## src/sv/tgs_pkg.sv

```systemverilog
// Shared constants, codes and types of the timestamp gap segmenter.
package tgs_pkg;

    localparam int TIME_W          = 40;
    localparam int GAP_W           = 17;
    localparam int STATUS_W        = 4;
    localparam int SEG_IDX_W       = 6;
    localparam int OP_W            = 3;
    localparam int CFG_IDX_W       = 1;
    localparam int TABLE_DEPTH_DEF = 64;

    localparam logic [GAP_W-1:0]  GAP_LIMIT_RST = 17'd7200;
    localparam logic [TIME_W-1:0] MIDNIGHT_LAST = 40'd86399;

    localparam logic [OP_W-1:0] OP_LOAD  = 3'd0;
    localparam logic [OP_W-1:0] OP_NEXT  = 3'd1;
    localparam logic [OP_W-1:0] OP_CHECK = 3'd2;
    localparam logic [OP_W-1:0] OP_RESET = 3'd3;
    localparam logic [OP_W-1:0] OP_CLEAR = 3'd4;

    localparam logic [STATUS_W-1:0] ST_OK         = 4'd0;
    localparam logic [STATUS_W-1:0] ST_FILLED     = 4'd1;
    localparam logic [STATUS_W-1:0] ST_SKIPPED    = 4'd2;
    localparam logic [STATUS_W-1:0] ST_RESTART    = 4'd3;
    localparam logic [STATUS_W-1:0] ST_SPLIT      = 4'd4;
    localparam logic [STATUS_W-1:0] ST_NO_SEGMENT = 4'd5;
    localparam logic [STATUS_W-1:0] ST_UNEXPECTED = 4'd6;
    localparam logic [STATUS_W-1:0] ST_NO_MORE    = 4'd7;
    localparam logic [STATUS_W-1:0] ST_FULL       = 4'd8;

    localparam logic [CFG_IDX_W-1:0] REG_GAP_LIMIT     = 1'b0;
    localparam logic [CFG_IDX_W-1:0] REG_MIDNIGHT_WRAP = 1'b1;

    typedef struct packed {
        logic [TIME_W-1:0] beg_sec;
        logic [TIME_W-1:0] end_sec;
        logic              is_open;
    } entry_t;

    typedef struct packed {
        logic [OP_W-1:0]   op;
        logic [TIME_W-1:0] time_sec;
        logic [TIME_W-1:0] end_sec;
        logic              open_end;
        logic              init_mode;
    } item_t;

    typedef struct packed {
        logic [STATUS_W-1:0]  status;
        logic [GAP_W-1:0]     fill_count;
        logic [TIME_W-1:0]    fill_from;
        logic [TIME_W-1:0]    seg_begin;
        logic [TIME_W-1:0]    seg_end;
        logic                 seg_open;
        logic [SEG_IDX_W-1:0] seg_index;
    } result_t;

    typedef enum logic [2:0] {
        CHK_SEQ,
        CHK_RESTART,
        CHK_SKIP,
        CHK_FILL,
        CHK_BREAK
    } chk_class_t;

    typedef enum logic [3:0] {
        ACT_NONE,
        ACT_LATCH,
        ACT_LOAD,
        ACT_ENSURE,
        ACT_NEXT_SEL,
        ACT_NEXT_OUT,
        ACT_CHECK,
        ACT_RESET_TRK,
        ACT_CLEAR,
        ACT_SRCH_RD,
        ACT_SRCH_CK,
        ACT_SH_RD,
        ACT_SH_WR,
        ACT_WR_HI,
        ACT_WR_LO,
        ACT_EMIT
    } act_t;

    typedef enum logic [3:0] {
        S_IDLE,
        S_DECODE,
        S_NEXT_SEL,
        S_NEXT_OUT,
        S_SRCH_RD,
        S_SRCH_CK,
        S_SH_RD,
        S_SH_WR,
        S_WR_HI,
        S_WR_LO,
        S_EMIT
    } state_t;

    typedef struct packed {
        logic [OP_W-1:0] op;
        chk_class_t      cls;
        logic            tbl_full;
        logic            next_past;
        logic            hit;
        logic            split_ok;
        logic            srch_last;
        logic            sh_more;
        logic            out_free;
    } ctl_stat_t;

endpackage

```

## src/sv/tgs_ctrl.sv

```systemverilog
// Sequencer: walks each transaction through decode, table search, shift and result hand-off.
module tgs_ctrl import tgs_pkg::*; (
    input  logic      clk,
    input  logic      rst_n,
    input  logic      in_valid,
    output logic      in_ready,
    input  ctl_stat_t stat,
    output act_t      act
);

    state_t state_reg;
    state_t state_next;

    always_ff @(posedge clk or negedge rst_n)
    begin
        if (!rst_n)
        begin
            state_reg <= S_IDLE;
        end
        else
        begin
            state_reg <= state_next;
        end
    end

    always_comb
    begin
        state_next = state_reg;
        act        = ACT_NONE;
        in_ready   = 1'b0;
        case (state_reg)
            S_IDLE:
            begin
                in_ready = 1'b1;
                if (in_valid)
                begin
                    act        = ACT_LATCH;
                    state_next = S_DECODE;
                end
            end
            S_DECODE:
            begin
                state_next = S_EMIT;
                case (stat.op)
                    OP_LOAD:  act = ACT_LOAD;
                    OP_NEXT:
                    begin
                        act        = ACT_ENSURE;
                        state_next = S_NEXT_SEL;
                    end
                    OP_CHECK:
                    begin
                        act = ACT_CHECK;
                        if (stat.cls == CHK_BREAK)
                        begin
                            state_next = S_SRCH_RD;
                        end
                    end
                    OP_RESET: act = ACT_RESET_TRK;
                    OP_CLEAR: act = ACT_CLEAR;
                    default:  act = ACT_NONE;
                endcase
            end
            S_NEXT_SEL:
            begin
                act        = ACT_NEXT_SEL;
                state_next = stat.next_past ? S_EMIT : S_NEXT_OUT;
            end
            S_NEXT_OUT:
            begin
                act        = ACT_NEXT_OUT;
                state_next = S_EMIT;
            end
            S_SRCH_RD:
            begin
                act        = ACT_SRCH_RD;
                state_next = S_SRCH_CK;
            end
            S_SRCH_CK:
            begin
                act = ACT_SRCH_CK;
                if (stat.hit)
                begin
                    state_next = (stat.split_ok && !stat.tbl_full) ? S_SH_RD : S_EMIT;
                end
                else
                begin
                    state_next = stat.srch_last ? S_EMIT : S_SRCH_RD;
                end
            end
            S_SH_RD:
            begin
                act        = ACT_SH_RD;
                state_next = stat.sh_more ? S_SH_WR : S_WR_HI;
            end
            S_SH_WR:
            begin
                act        = ACT_SH_WR;
                state_next = S_SH_RD;
            end
            S_WR_HI:
            begin
                act        = ACT_WR_HI;
                state_next = S_WR_LO;
            end
            S_WR_LO:
            begin
                act        = ACT_WR_LO;
                state_next = S_EMIT;
            end
            S_EMIT:
            begin
                if (stat.out_free)
                begin
                    act        = ACT_EMIT;
                    state_next = S_IDLE;
                end
            end
            default:
            begin
                state_next = S_IDLE;
            end
        endcase
    end

endmodule

```

## config.mk

```make
export PLATFORM = sky130hd
export DESIGN_NAME = tgs_ctrl
export DESIGN_NICKNAME = d
export VERILOG_FILES = /design/src/sv/tgs_pkg.sv /design/src/sv/tgs_ctrl.sv
export SDC_FILE = /design/constraint.sdc
export NUM_CORES = 1
export LEC_CHECK = 0
export BUFFER_PORTS_ARGS = -buffer_cell sky130_fd_sc_hd__buf_4
export CELL_PAD_IN_SITES_DETAIL_PLACEMENT = 1
export CELL_PAD_IN_SITES_GLOBAL_PLACEMENT = 1
export CORE_MARGIN = 2
export CORE_UTILIZATION = 30
export DETAILED_ROUTE_END_ITERATION = 7
export PLACE_DENSITY = 0.72
export SYNTH_ARGS = -nofsm -noshare
export SYNTH_HDL_FRONTEND = slang
export SYNTH_SLANG_ARGS = --single-unit
```

## constraint.sdc

```tcl
create_clock -name clk -period 1.25 [get_ports clk]
set_input_delay 0.125 -clock clk [delete_from_list [all_inputs] [get_ports clk]]
set_output_delay 0.125 -clock clk [all_outputs]
set_load 0.01 [all_outputs]
```

Yosys cells after proc, flatten, opt, wreduce, memory -nomap -nowiden
Index checks and enable logic that the tools add are counted.
{ "totals": {"ff_bits": 4, "wordCells": 39} }
{ "op_classes": {"n_reduce_logical": 6, "n_mux": 15, "n_eq_ne": 17} }
{ "ops": {"columns": ["cell", "count"], "rows": [
  ["4-bit case mux with 11 select lines", 1],
  ["4-bit case mux with 10 select lines", 1],
  ["4-bit 2-to-1 mux", 9],
  ["4-bit case mux with 5 select lines", 1],
  ["4-bit by 3-bit == test with 1-bit output, second input constant", 4],
  ["4-bit == test, second input constant", 3],
  ["4-bit by 2-bit == test with 1-bit output, second input constant", 2],
  ["4-bit case mux with 2 select lines", 1],
  ["3-bit by 2-bit == test with 1-bit output, second input constant", 2],
  ["3-bit == test, second input constant", 2],
  ["4-bit by 1-bit == test with 1-bit output, second input constant", 1],
  ["4-bit logical NOT", 1],
  ["2-bit != test, second input constant", 2],
  ["3-bit by 1-bit == test with 1-bit output, second input constant", 1],
  ["3-bit logical NOT", 1],
  ["1-bit 2-to-1 mux", 2],
  ["2-bit AND reduction", 1],
  ["2-bit OR reduction", 1],
  ["1-bit logical AND", 1],
  ["1-bit logical NOT", 1]
]} }

Longest topological paths before layout
{ "depth": {"depth_word": 5, "depth_mapped": 5, "mapped_depth_nobuf": 4} }

Worst setup path before layout
Ideal clock, no wire load.
{ "synth_path": {"kind": "register to output", "startpoint": "register state_reg[1]", "endpoint": "output port act[3]", "stages_incl_launch_ff": 5, "t_arrival_ps": 1145, "slack_ps": -20, "path_cell_list": "dfrtp_1 nand2b_4 nor4b_1 a21oi_1 o21ai_0"} }
{ "synth_via": {"elab_chain_cells": 2, "word_cells_on_any_way": 12, "classes_between": "eq/ne (10); mux (1); reduce/logical (1)"} }
{ "synth_lines": {"columns": ["element", "line", "text"], "rows": [
  ["start: declaration", "tgs_ctrl.sv:11", "state_t state_reg;"],
  ["start signal: assignment", "tgs_ctrl.sv:22", "state_reg <= state_next;"],
  ["4-bit == test (tied with other cells)", "tgs_ctrl.sv:31", "case (state_reg)"],
  ["4-bit case mux with 11 select lines *", "tgs_ctrl.sv:31", null],
  ["end: declaration", "tgs_ctrl.sv:8", "output act_t act"]
]} }
Every way passes the cells marked *; elsewhere a longest branch is shown, timed or not.

Final worst setup path
Same ends and word-level chain as after synthesis.

==> flow_metrics.env <==
export IMPL_critical_path_cell_count=5
export IMPL_worst_setup_path_type="register to output port"
export IMPL_outcome="finished with violations"
export IMPL_drt_iter0_drc=14
export IMPL_syn_inst=71
export IMPL_gp_congestion=0.8133
export IMPL_violations="negative setup slack"
export IMPL_detail_route_vias_per_cell=5.636
export IMPL_dp_cells=113
export IMPL_count_of_final_hold_check_violations=0
export IMPL_grt_start_max_net_pins=12
export IMPL_end_kind="output port"
export IMPL_globalRouteTotalUtil=0.2141
export IMPL_cp_arrival_ps=1410
export IMPL_syn_area_um2=484.2
export IMPL_detail_route_wl_per_cell_um=17.62
export IMPL_r2r_worst_path_cells=4
export IMPL_finalSetupViolations=6
export IMPL_port_buffer_cells=20
export IMPL_clkSlewWorstSetupHoldPaths_ps=40
export IMPL_ctsRootBufferMaster="sky130_fd_sc_hd__clkbuf_4"
export IMPL_hp_class="input port to async pin"
export IMPL_cts_num_sinks=4
export IMPL_io_pins=21
export IMPL_num_vias=682
export IMPL_timing_final_crit_share=1.229
export IMPL_crit_path_cell_trace="nand2b_4 -> nor4b_4 -> a21oi_1 -> o21ai_1 -> buf_4"
export IMPL_worst_ep_required_time_ps=1120
export IMPL_yosys_warnings=0
export IMPL_final_net_count=123
export IMPL_critPathBufInv=1
export IMPL_preCtsSetupSlack_ps=-105.0
export IMPL_cp_slowest_stage_delay_ps=440
export IMPL_slew_viol_final=0
export IMPL_timing_slew_headroom=0.8368
export IMPL_die_height_um=44.18
export IMPL_leftover_overflow_at_the_end_of_global_routing=0
export IMPL_maximum_vdd_drop_v=0.001226
export IMPL_ant_nets=0
export IMPL_fin_cells=121
export IMPL_grt_pass1_vias=689
export IMPL_cts_made_buffers=3
export IMPL_power_density_nw_per_um2=2403
export IMPL_max_ffs_per_register=4
export IMPL_area_of_the_die_um2=1951
export IMPL_wirelength_mm=2.132
export IMPL_grt_antenna_before_repair=0
export IMPL_final_critical_path_setup_slack_ps=-285.7
export IMPL_syn_num_nets=87
export IMPL_final_core_util=0.5781
export IMPL_finClkSkew_ps=10.01
export IMPL_tritoncts="done"
export IMPL_synth_avg_cell_area_um2=6.820
export IMPL_max_slew_worst_pin_slew_ps=242.8
export IMPL_startpoint="state_reg[1]"
export IMPL_reg2reg_from="state_reg[1]"
export IMPL_synthDominantCellAreaShare=0.2067
export IMPL_synth_top_cells_by_area="sky130_fd_sc_hd__dfrtp_1 21%, sky130_fd_sc_hd__o21ai_0 13%, sky130_fd_sc_hd__a21oi_1 7.2%"
export IMPL_fp_dieW_um=44.18
export IMPL_core_rowCount=14
export IMPL_critical_path_top_delay_family="flip-flops"
export IMPL_clock_insertion_delay_worst_skew_ps=250
export IMPL_regToRegSetupSlack_ps=-50
export IMPL_grt_pass1_wl_mm=3.091
export IMPL_critical_path_endpoint="act[3]"
export IMPL_fin_area_um2=870.8
export IMPL_yosys_area_top_type="sky130_fd_sc_hd__dfrtp_1"
export IMPL_finalWorstPathRequiredPeriod_ps=1536
export IMPL_power_mw=2.093
export IMPL_timing_critical_path_fanout_max=6
export IMPL_crit_path_start_kind="register"
export IMPL_design_core_area_um2=1506
export IMPL_drt_pass1_iterations=4
export IMPL_clock_path_buffers=2
export IMPL_post_route_cells_drive_above_1_share=0.5143
export IMPL_antenna_cells=0
export IMPL_start_util=0.3214
export IMPL_synth_seq_area_share=0.2067
export IMPL_cts_htree_levels=1
export IMPL_placed_cell_area_um2=710.7
export IMPL_remaining_drc_errors=0
export IMPL_max_cap_viol_count=0
export IMPL_r2r_end="state_reg[3]"
export IMPL_max_freq_mhz=651.1
export IMPL_rsz0062_at_grt="true"
export IMPL_ff_latch_count_synth=4
export IMPL_critical_path_slowest_cell="sky130_fd_sc_hd__dfrtp_2"
export IMPL_totalNegativeSetupSlack_ps=-1248
export IMPL_area_growth_synth_to_final_pct=79.85
export IMPL_total_leakage_power_nw=0.3864
export IMPL_fin_hold_ws_ps=209.9
export IMPL_cell_variety_after_synth=25
export IMPL_hpwl_mm=1.387
[per-layer routing]
layer,GRT usage,part of all wire,up-vias
met5,0,0,-
met4,0.09091,0.0089,0
li1,-,-,331
met1,0.2488,0.44,329
met3,0.01224,0.029,2
met2,0.4000,0.53,20
[Yosys cell counts, drive strengths merged]
cell type / n
a21o: 2
a21oi: 7
a22oi: 1
buf: 4
clkbuf: 1
dfrtp: 4
inv: 4
mux2i: 1
nand2: 5
nand2b: 4
nand3: 1
nand4: 2
nor2: 7
nor2b: 3
nor4: 2
nor4b: 2
o21ai: 13
o21bai: 1
o221ai: 1
o22ai: 3
o32a: 1
o32ai: 1
or3: 1
[how the worst min path moves through the flow]
stage | cells past startpoint | slack, ps | start | to
6_report | 2 | 210 | rst_n | state_reg[0]
5_1_grt | 2 | 210 | rst_n | state_reg[0]
4_1_cts | 2 | 210 | rst_n | state_reg[0]
3_5_place_dp | 1 | -70 | rst_n | state_reg[3]
3_3_place_gp | 1 | -80 | rst_n | state_reg[2]
2_1_floorplan | 0 | -170 | rst_n | state_reg[0]
[cell usage in the layout (no fill, tap or decap), types with 2 or more instances in the layout]
master                      n
sky130_fd_sc_hd__dfrtp_2    3
sky130_fd_sc_hd__clkbuf_4   3
sky130_fd_sc_hd__nand2b_4   2
sky130_fd_sc_hd__a21oi_1    6
sky130_fd_sc_hd__o21ai_1    4
sky130_fd_sc_hd__o21ai_2    3
sky130_fd_sc_hd__nand2_1    5
sky130_fd_sc_hd__nand2b_1   2
sky130_fd_sc_hd__a21o_1     2
sky130_fd_sc_hd__buf_4     30
sky130_fd_sc_hd__nor2_1     6
sky130_fd_sc_hd__nor2b_1    3
sky130_fd_sc_hd__nand4_1    2
sky130_fd_sc_hd__buf_6      5
sky130_fd_sc_hd__o21ai_0    6
sky130_fd_sc_hd__inv_1      4
sky130_fd_sc_hd__o22ai_1    3
[repair_timing]
action,CTS,global route
gates resized for setup,14,13
pin swaps,4,5
hold endpoints to repair,4,0
hold buffers,1,0
setup buffers,3,1
endpoints found under the setup margin,6,9
[cells by family (layout without fill, tap and decap cells)]
logic type             count (synthesis)  count (layout)  synth area share
AO/OA/AOI/OAI                         30              30            0.3773
AND/OR/NAND/NOR                       27              27            0.3101
buffers and inverters                  9              43           0.08525
flip-flops                             4               4            0.2067
multiplexers                           1               1           0.02067
[power by group]
| part | switching [mW] | total, mW | internal [mW] |
|---|---|---|---|
| sequential | 0.107 | 0.299 | 0.192 |
| combinational | 0.761 | 1.62 | 0.859 |
| clock | 0.0660 | 0.174 | 0.108 |
| total | 0.933 | 2.09 | 1.16 |
[cell type report]
cell class | instances | area (um2)
fillers | 191 | 635.6
flip-flops and latches | 4 | 103.9
multi-input cells | 58 | 417.9
repair buffers | 36 | 291.5
clock buffers | 3 | 22.52
well taps | 16 | 20.02
inverters | 4 | 15.01
(Power assumes the default switching activity.)
